==> src/chit_pkg.sv <==
// ----------------------------------------------------------------------------
// chit_pkg
// types, codes and constants shared by the chained hash index table
// ----------------------------------------------------------------------------
package chit_pkg;

   localparam int IDX_W  = 11;
   localparam int KEY_W  = 32;
   localparam int MODE_W = 3;
   localparam int MASK_W = 8;

   localparam int BUCKET_DEPTH_DEF = 256;
   localparam int ENTRY_DEPTH_DEF  = 1024;

   localparam logic [IDX_W-1:0]  NULL_IDX    = '1;
   localparam logic [MASK_W-1:0] MASK_RESET  = 8'hFF;
   localparam logic [IDX_W-1:0]  LIMIT_RESET = 11'd1024;

   localparam int CSR_ADDR_W = 3;
   localparam int CSR_DATA_W = 32;
   localparam logic CSR_IDX_MASK  = 1'b0;
   localparam logic CSR_IDX_LIMIT = 1'b1;

   localparam logic [MODE_W-1:0] MODE_ADD    = 3'd0;
   localparam logic [MODE_W-1:0] MODE_REMOVE = 3'd1;
   localparam logic [MODE_W-1:0] MODE_FIRST  = 3'd2;
   localparam logic [MODE_W-1:0] MODE_NEXT   = 3'd3;
   localparam logic [MODE_W-1:0] MODE_FLUSH  = 3'd4;

   localparam logic STATUS_DONE     = 1'b0;
   localparam logic STATUS_REJECTED = 1'b1;

   typedef struct packed {
      logic [MODE_W-1:0] mode;
      logic [KEY_W-1:0]  key;
      logic [IDX_W-1:0]  entry;
   } req_item_type;

   typedef struct packed {
      logic             status;
      logic [IDX_W-1:0] found_entry;
   } rsp_item_type;

   typedef enum logic [1:0] {
      HW_NONE,
      HW_ENTRY,
      HW_LINK,
      HW_SWEEP
   } head_wr_type;

   typedef enum logic [1:0] {
      LW_NONE,
      LW_HEAD,
      LW_NULL,
      LW_SPLICE
   } link_wr_type;

   typedef enum logic [1:0] {
      FS_NULL,
      FS_HEAD,
      FS_LINK
   } found_sel_type;

   typedef struct packed {
      logic          cap_req;
      head_wr_type   head_wr;
      link_wr_type   link_wr;
      logic          link_rd_cur;
      logic          walk_load;
      logic          walk_step;
      logic          clr_load;
      logic          emit;
      logic          emit_status;
      found_sel_type found_sel;
   } dp_cmd_type;

   typedef struct packed {
      logic [MODE_W-1:0] mode;
      logic              entry_ok;
      logic              head_hit;
      logic              link_hit;
      logic              walk_stop;
      logic              clr_last;
   } dp_sts_type;

endpackage

==> src/chit_ctrl.sv <==
// ----------------------------------------------------------------------------
// chit_ctrl
// sequencer for decode, execute, chain walk and head clearing sweep
// ----------------------------------------------------------------------------
module chit_ctrl
   import chit_pkg::*;
(
   input  logic       clock,
   input  logic       reset,
   input  logic       start,
   input  dp_sts_type sts,
   output logic       busy,
   output dp_cmd_type cmd
);

   typedef enum logic [6:0] {
      ST_IDLE     = 7'b0000001,
      ST_DECODE   = 7'b0000010,
      ST_EXEC     = 7'b0000100,
      ST_CLEAR    = 7'b0001000,
      ST_WALK_CHK = 7'b0010000,
      ST_WALK_CMP = 7'b0100000,
      ST_REM_END  = 7'b1000000
   } state_type;

   state_type state_ff, state_in;
   logic      report_ff, report_in;
   logic      done;

   always_comb begin
      state_in        = state_ff;
      report_in       = report_ff;
      busy            = 1'b1;
      done            = 1'b0;
      cmd.cap_req     = 1'b0;
      cmd.head_wr     = HW_NONE;
      cmd.link_wr     = LW_NONE;
      cmd.link_rd_cur = 1'b0;
      cmd.walk_load   = 1'b0;
      cmd.walk_step   = 1'b0;
      cmd.clr_load    = 1'b0;
      cmd.emit        = 1'b0;
      cmd.emit_status = STATUS_DONE;
      cmd.found_sel   = FS_NULL;

      case (state_ff)
         ST_IDLE: begin
            busy = 1'b0;
            if (start) begin
               cmd.cap_req = 1'b1;
               state_in    = ST_DECODE;
            end
         end
         ST_DECODE: begin
            state_in = ST_EXEC;
         end
         ST_EXEC: begin
            case (sts.mode)
               MODE_ADD: begin
                  if (sts.entry_ok) begin
                     cmd.head_wr = HW_ENTRY;
                     cmd.link_wr = LW_HEAD;
                  end else begin
                     cmd.emit_status = STATUS_REJECTED;
                  end
                  cmd.emit = 1'b1;
                  done     = 1'b1;
               end
               MODE_REMOVE: begin
                  if (!sts.entry_ok) begin
                     cmd.emit_status = STATUS_REJECTED;
                     cmd.emit        = 1'b1;
                     done            = 1'b1;
                  end else if (sts.head_hit) begin
                     cmd.head_wr = HW_LINK;
                     cmd.link_wr = LW_NULL;
                     cmd.emit    = 1'b1;
                     done        = 1'b1;
                  end else begin
                     cmd.walk_load = 1'b1;
                     state_in      = ST_WALK_CHK;
                  end
               end
               MODE_FIRST: begin
                  cmd.found_sel = FS_HEAD;
                  cmd.emit      = 1'b1;
                  done          = 1'b1;
               end
               MODE_NEXT: begin
                  cmd.found_sel = sts.entry_ok ? FS_LINK : FS_NULL;
                  cmd.emit      = 1'b1;
                  done          = 1'b1;
               end
               MODE_FLUSH: begin
                  cmd.clr_load = 1'b1;
                  report_in    = 1'b1;
                  state_in     = ST_CLEAR;
               end
               default: begin
                  cmd.emit = 1'b1;
                  done     = 1'b1;
               end
            endcase
            if (done) begin
               busy = 1'b0;
               if (start) begin
                  cmd.cap_req = 1'b1;
                  state_in    = ST_DECODE;
               end else begin
                  state_in = ST_IDLE;
               end
            end
         end
         ST_CLEAR: begin
            cmd.head_wr = HW_SWEEP;
            if (sts.clr_last) begin
               cmd.emit  = report_ff;
               report_in = 1'b0;
               state_in  = ST_IDLE;
            end
         end
         ST_WALK_CHK: begin
            if (sts.walk_stop) begin
               cmd.link_wr = LW_NULL;
               cmd.emit    = 1'b1;
               state_in    = ST_IDLE;
            end else begin
               cmd.link_rd_cur = 1'b1;
               state_in        = ST_WALK_CMP;
            end
         end
         ST_WALK_CMP: begin
            if (sts.link_hit) begin
               cmd.link_wr = LW_SPLICE;
               state_in    = ST_REM_END;
            end else begin
               cmd.walk_step = 1'b1;
               state_in      = ST_WALK_CHK;
            end
         end
         ST_REM_END: begin
            cmd.link_wr = LW_NULL;
            cmd.emit    = 1'b1;
            state_in    = ST_IDLE;
         end
         default: begin
            state_in = ST_IDLE;
         end
      endcase
   end

   always_ff @(posedge clock) begin
      if (reset) begin
         state_ff  <= ST_CLEAR;
         report_ff <= 1'b0;
      end else begin
         state_ff  <= state_in;
         report_ff <= report_in;
      end
   end

endmodule

==> config.mk <==
export PLATFORM = sky130hd
export DESIGN_NAME = chit_ctrl
export DESIGN_NICKNAME = d
export VERILOG_FILES = /design/src/chit_pkg.sv /design/src/chit_ctrl.sv
export SDC_FILE = /design/constraint.sdc
export NUM_CORES = 1
export LEC_CHECK = 0
export ABC_CLOCK_PERIOD_IN_PS = 3370
export BUFFER_PORTS_ARGS = -buffer_cell sky130_fd_sc_hd__buf_2
export CAP_MARGIN = 20
export CORE_MARGIN = 2
export CORE_UTILIZATION = 50
export CTS_BUF_LIST = sky130_fd_sc_hd__clkbuf_16
export DETAILED_ROUTE_END_ITERATION = 10
export HOLD_SLACK_MARGIN = 0.02
export PLACE_DENSITY = 0.92
export REMOVE_ABC_BUFFERS = 1
export SLEW_MARGIN = 15
export SYNTH_ARGS = -nofsm -noshare
export SYNTH_HDL_FRONTEND = slang
export SYNTH_SLANG_ARGS = --single-unit
==> constraint.sdc <==
create_clock -name clock -period 3.37 [get_ports clock]
set_input_delay 0.5055 -clock clock [delete_from_list [all_inputs] [get_ports clock]]
set_output_delay 0.5055 -clock clock [all_outputs]
set_load 0.05 [all_outputs]
==> out/qor.yml, run 1 <==
drtAntennaViolNets: 0
design_area_um2: 842
critical_path_class: "flop to output pin"
setup_viol: 0
finalNetCount: 120
clkTransAtPathRegs_ns: 0.04
final.setup.tns_ns: 0
ys_ff_latch: 8
grt.overflow.total: 0
drc: 0
antenna_found_initial: 0
path_cells: "or4_1, nor4_1, nor3b_2, buf_2"
maxCapViolCount: 0
h-tree-depth: 1
synth_top_cell_by_area: "dfxtp_1"
core.rowCount: 13
grt_pass1_wl_um: 2520
post-cts-setup-buffers: 0
ys_types: 39
critPathCaptureType: "output pin"
firstDrtPassIters: 4
grt_pass1_vias: 622
power.total_uw: 362
final-max-slew-violation-count: 0
hpwl_um: 1300
worstPathRequired_ns: 2.86
cts_made_buffers: 3
r2r_start: "state_ff[5]"
critPathArrivalTime_ns: 2.40
grt.total_usage: 0.240
cts_buffer_depth: 2
post_dp_cell_area_um2: 767
p_leak_nw: 0.377
crit_path_top_delay_cell: "or4_1"
status: "completed"
finalCritPeriodShare: 0.862
worstSetupEndpoint: "cmd[6]"
n_antenna_cell: 0
ios: 25
yosys_warnings: 0
start_kind: "flop"
min_period_ns: 2.91
tritoncts: "built"
fmax_mhz: 344
start_util: 0.520
synth_edf_count: 0
powerDensity_nw_per_um2: 430
slowest_delay_ns: 0.67
core_region_area_um2: 1270
die-height_um: 40.3
min-delay-start: "reset"
routed-via-count: 740
rsz0062_at_grt: "no"
synth.yosys.seq_area_share: 0.243
synth_top_cells_by_area: "dfxtp_1, nand2b_1, nand2_1"
synth_top_area_frac: 0.243
ys_top_cells_by_count: "dfxtp_1, nand2_1, nor2_1, nand2b_1"
path_max_fanout: 8
clock_sinks: 8
critPathLaunch: "state_ff[5]"
wirelength_um: 1760
dieArea_um2: 1630
hold_viol_final: 0
vias_per_cell: 6.07
syn-instance-count: 85
wl_per_cell_um: 14.4
worstMarginPinSlew_ns: 0.547
syn_area_um2: 659
drtIter0Drc: 21
chipWidth_um: 40.3
ctsHoldBuffers: 0
rr_worst_depth: 4
nFillCells: 98
ir_worst_vdd_mv: 0.390
clk_latency_ns: 0.23
slew_headroom: 0.632
grt_max_degree: 12
rrSetupSlack_ns: 1.30
ys.flop_type: "dfxtp_1"
clockRootBuffer: "clkbuf_16"
area_growth_pct: 27.7
min_path_type: "primary input to flop"
rr_endpoint: "state_ff[4]"
cts.repair.resized: 0
syn_area_per_cell_um2: 7.76
finClkSkew_ns: 0.00295
synthArstFlopShare: 0
drive_gt1_frac: 0.327
gp_congestion: 0.820
port-buffer-count: 24
registers in the layout, indices dropped and copies added (netlist names):
| signal | cells |
|---|---|
| state_ff | 7 |
| report_ff | 1 |
critical path: cells and delay by family, from the launching register on:
| family | cells | cell delay, ns |
|---|---|---|
| DFF | 1 | 0.36 |
| buffers and inverters | 1 | 0.30 |
| and+or+nand+nor | 3 | 1.52 |
through the flow:
step	hold WS [ns]	worst slack (ns)	util	std cells
after floorplan	0.442	0.00637	-	80
after global placement	0.453	0.829	0.605	119
after detailed placement	0.480	0.748	0.605	119
after CTS	0.468	0.498	0.664	122
after global routing	0.477	0.409	0.664	122
final	0.472	0.464	0.664	122
worst min path at each step:
stage                end  cells after the start  slack, ns
2_1_floorplan  report_ff                      2       0.44
3_3_place_gp   report_ff                      2       0.45
3_5_place_dp   report_ff                      2       0.48
4_1_cts        report_ff                      2       0.47
5_1_grt        report_ff                      2       0.48
6_report       report_ff                      2       0.47
report_power, final:
part	internal (mW)	switching, mW	leakage [nW]
sequential	0.0979	0.00530	0.0652
clock	0.153	0.0431	0.0370
combinational	0.0213	0.0419	0.275
cells in the final DEF, fill, tap and decap left out, drive strengths merged, types with 2 or more instances in the layout:
cell    Yosys  final
a41oi       2      2
and2b       2      2
buf         4     24
clkbuf      1      3
dfxtp       8      8
inv         4      4
nand2       8      8
nand2b      5      5
nand3       2      2
nand3b      3      3
nand4       2      2
nor2        6      6
nor2b       2      2
nor3        3      3
nor3b       2      2
nor4        3      3
nor4b       3      3
o21ai       4      4
or2         2      2
or3         3      3
or4         3      3
routing by layer:
| layer | vias to the layer above | routed length [um] | track usage |
|---|---|---|---|
| met5 | - | 0 | 0 |
| met4 | 0 | 23 | 0.108 |
| met3 | 4 | 129 | 0.0778 |
| met2 | 34 | 902 | 0.456 |
| met1 | 344 | 702 | 0.232 |
| li1 | 358 | - | - |
cells by family after synthesis:
group	synth area share
buffers and inverters	0.0702
AND/OR/NAND/NOR	0.505
flip-flops	0.243
AO/OA/AOI/OAI	0.169
XOR/XNOR	0.0133
layout make-up:
class	count	area [um^2]	area share
Tap cell	15	18.8	0.0223
Timing Repair Buffer	24	120	0.143
Sequential cell	8	160	0.190
Inverter	4	15.0	0.0178
Clock buffer	3	75.1	0.0892
Multi-Input combinational cell	68	453	0.538
Note: power is estimated with default switching activity, not from simulation.
==> run 2: changes to the inputs <==
--- a/config.mk
+++ b/config.mk
@@ -5,15 +5,16 @@
 export SDC_FILE = /design/constraint.sdc
 export NUM_CORES = 1
 export LEC_CHECK = 0
+export ABC_AREA = 1
 export ABC_CLOCK_PERIOD_IN_PS = 3370
 export BUFFER_PORTS_ARGS = -buffer_cell sky130_fd_sc_hd__buf_2
 export CAP_MARGIN = 20
-export CORE_MARGIN = 2
-export CORE_UTILIZATION = 50
+export CORE_AREA = 2 2 39 41
 export CTS_BUF_LIST = sky130_fd_sc_hd__clkbuf_16
 export DETAILED_ROUTE_END_ITERATION = 10
+export DIE_AREA = 0 0 41 43
 export HOLD_SLACK_MARGIN = 0.02
-export PLACE_DENSITY = 0.92
+export PLACE_DENSITY = 0.88
 export REMOVE_ABC_BUFFERS = 1
 export SLEW_MARGIN = 15
 export SYNTH_ARGS = -nofsm -noshare
==> run 2 against run 1 <==
  * Wire length shrank 9.9%
  * First-iteration DRC count shrank 24%
  * Highest routed layer unchanged
  * Critical path depth grew 2
  * Design area shrank 1.0%
  * Final cell count grew 22%
  * Die area grew 8.5%
  * Clock power grew 3%
  * Combinational power grew 2%
  * Synthesized cell count grew 25%
==> out/qor.yml, run 2 <==
syn-instance-count: 106
synth_top_area_frac: 0.259
core_region_area_um2: 1380
worstPathRequired_ns: 2.86
min_path_type: "flop to flop"
nFillCells: 126
ios: 25
p_leak_nw: 0.487
clkPwrFrac: 0.549
synth_top_cells_by_area: "dfxtp_1, inv_1, nand2_1"
rsz0062_at_grt: "no"
critPathArrivalTime_ns: 1.68
cp_common_cell: "nor2_1"
die-height_um: 43
synth_top_cell_by_area: "dfxtp_1"
dpl_worst_slack_ns: 1.40
ctsHoldBuffers: 0
wl_per_cell_um: 10.6
drtAntennaViolNets: 0
area_growth_pct: 34.8
path_cells: "nor2_1, nand2_1, nor4_1, nor2_1, o211ai_1, buf_2"
synth.yosys.seq_area_share: 0.259
clockRootBuffer: "clkbuf_16"
start_kind: "flop"
fmax_mhz: 457
critPathLaunch: "state_ff[2]"
min-delay-start: "report_ff"
min_period_ns: 2.19
vias_per_cell: 4.91
post-cts-setup-buffers: 0
critPathCaptureType: "output pin"
regMostFlops: "state_ff"
routed-via-count: 732
final.setup.tns_ns: 0
ir_worst_vdd_mv: 0.259
grt_pass1_vias: 667
r2r_start: "state_ff[2]"
yosys_warnings: 0
final_cell_mix: "nand2_1, inv_1, buf_2, nor2_1, nand3_1"
ys_types: 20
start_util: 0.447
p_int_uw: 269
drive_gt1_frac: 0.263
synth_edf_count: 0
tritoncts: "built"
top_regs: "state_ff (7), report_ff (1)"
status: "completed"
finalNetCount: 146
met2RoutedLength_um: 795
top_layer: "met4"
wirelength_um: 1580
gp_congestion: 0.829
syn_area_um2: 618
met3_length_um: 86
slew_headroom: 0.764
finClkSkew_ns: 0.00180
grt_max_degree: 9
m1WireLength_um: 661
grt_pass1_wl_um: 2540
hpwl_um: 1190
hold_viol_final: 0
crit_path_top_delay_cell: "dfxtp_1"
grt.total_usage: 0.213
largest_reg_flops: 7
chipWidth_um: 41
finalCritPeriodShare: 0.649
grt.overflow.total: 0
final_core_utilization: 0.602
clkTransAtPathRegs_ns: 0.04
clock_sinks: 8
p_sw_frac: 0.263
rrSetupSlack_ns: 2.11
ys_ff_latch: 8
clk_latency_ns: 0.23
power_switching_uw: 96.1
seq_power_share: 0.275
powerDensity_nw_per_um2: 439
slowest_delay_ns: 0.30
cts_buffer_depth: 2
comb_power_share: 0.176
dieArea_um2: 1760
h-tree-depth: 1
worstMarginPinSlew_ns: 0.351
core.rowCount: 14
drtIter0Drc: 16
critical_path_class: "flop to output pin"
cts.repair.resized: 0
path_max_fanout: 5
maxCapViolCount: 0
firstDrtPassIters: 4
final-max-slew-violation-count: 0
setup_viol: 0
cts_made_buffers: 3
n_antenna_cell: 0
timing.final.ws_setup_ns: 1.18
syn_area_per_cell_um2: 5.83
power.total_uw: 365
ys.flop_type: "dfxtp_1"
synthArstFlopShare: 0
ys_top_cells_by_count: "inv_1, nand2_1, nor2_1, nand3_1, dfxtp_1"
drc: 0
antenna_found_initial: 0
port-buffer-count: 24
[run 2: area by class of cell]
cell class / instances / area [um^2] / share of cell area
sequential: 8 / 160 / 0.192
timing repair buffer: 24 / 120 / 0.144
tap: 16 / 20.0 / 0.0240
multi-input combinational: 73 / 362 / 0.434
clock buffer: 3 / 75.1 / 0.0901
inverter: 25 / 96.3 / 0.116
[run 2: path summary, 6_finish.rpt]
check	end	cells after the start
setup / recovery	cmd[3]	6
hold / removal	report_ff	2
setup reg to reg	state_ff[0]	8
hold reg to reg	report_ff	2
[run 2: cells by family after synthesis]
| kind of cell | synth area share |
|---|---|
| DFF | 0.259 |
| and+or+nand+nor | 0.520 |
| AOI/OAI and AO/OA | 0.0648 |
| buffers and inverters | 0.156 |
[run 2: power by group through the flow]
| stage | clock network (mW) | logic (mW) | registers (mW) |
|---|---|---|---|
| global placement | 0 | 0.0615 | 0.102 |
| CTS | 0.200 | 0.0644 | 0.100 |
| finish | 0.201 | 0.0642 | 0.100 |
| floorplan | 0 | 0.0450 | 0.102 |
| global route | 0.204 | 0.0713 | 0.101 |
| detailed placement | 0 | 0.0629 | 0.102 |
[run 2: per-stage QoR]
step                      hold WS (ns)  instance area (um^2)  instances
after floorplan                  0.445                   618        106
after global placement           0.460                   758        146
after detailed placement         0.475                   758        146
after CTS                        0.470                   833        149
after global routing             0.479                   833        149
final                            0.468                   833        149
[run 2: layer usage]
metal / GRT usage / vias to the layer above
li1: - / 380
met5: 0 / -
met4: 0.120 / 0
met3: 0.0366 / 6
met1: 0.245 / 318
met2: 0.347 / 28
[run 2: critical path, delay by kind of cell (launching register included)]
family | cells | cell delay [ns]
flip-flops | 1 | 0.30
AND/OR/NAND/NOR | 4 | 0.77
AO/OA/AOI/OAI | 1 | 0.09
buffers and inverters | 1 | 0.28
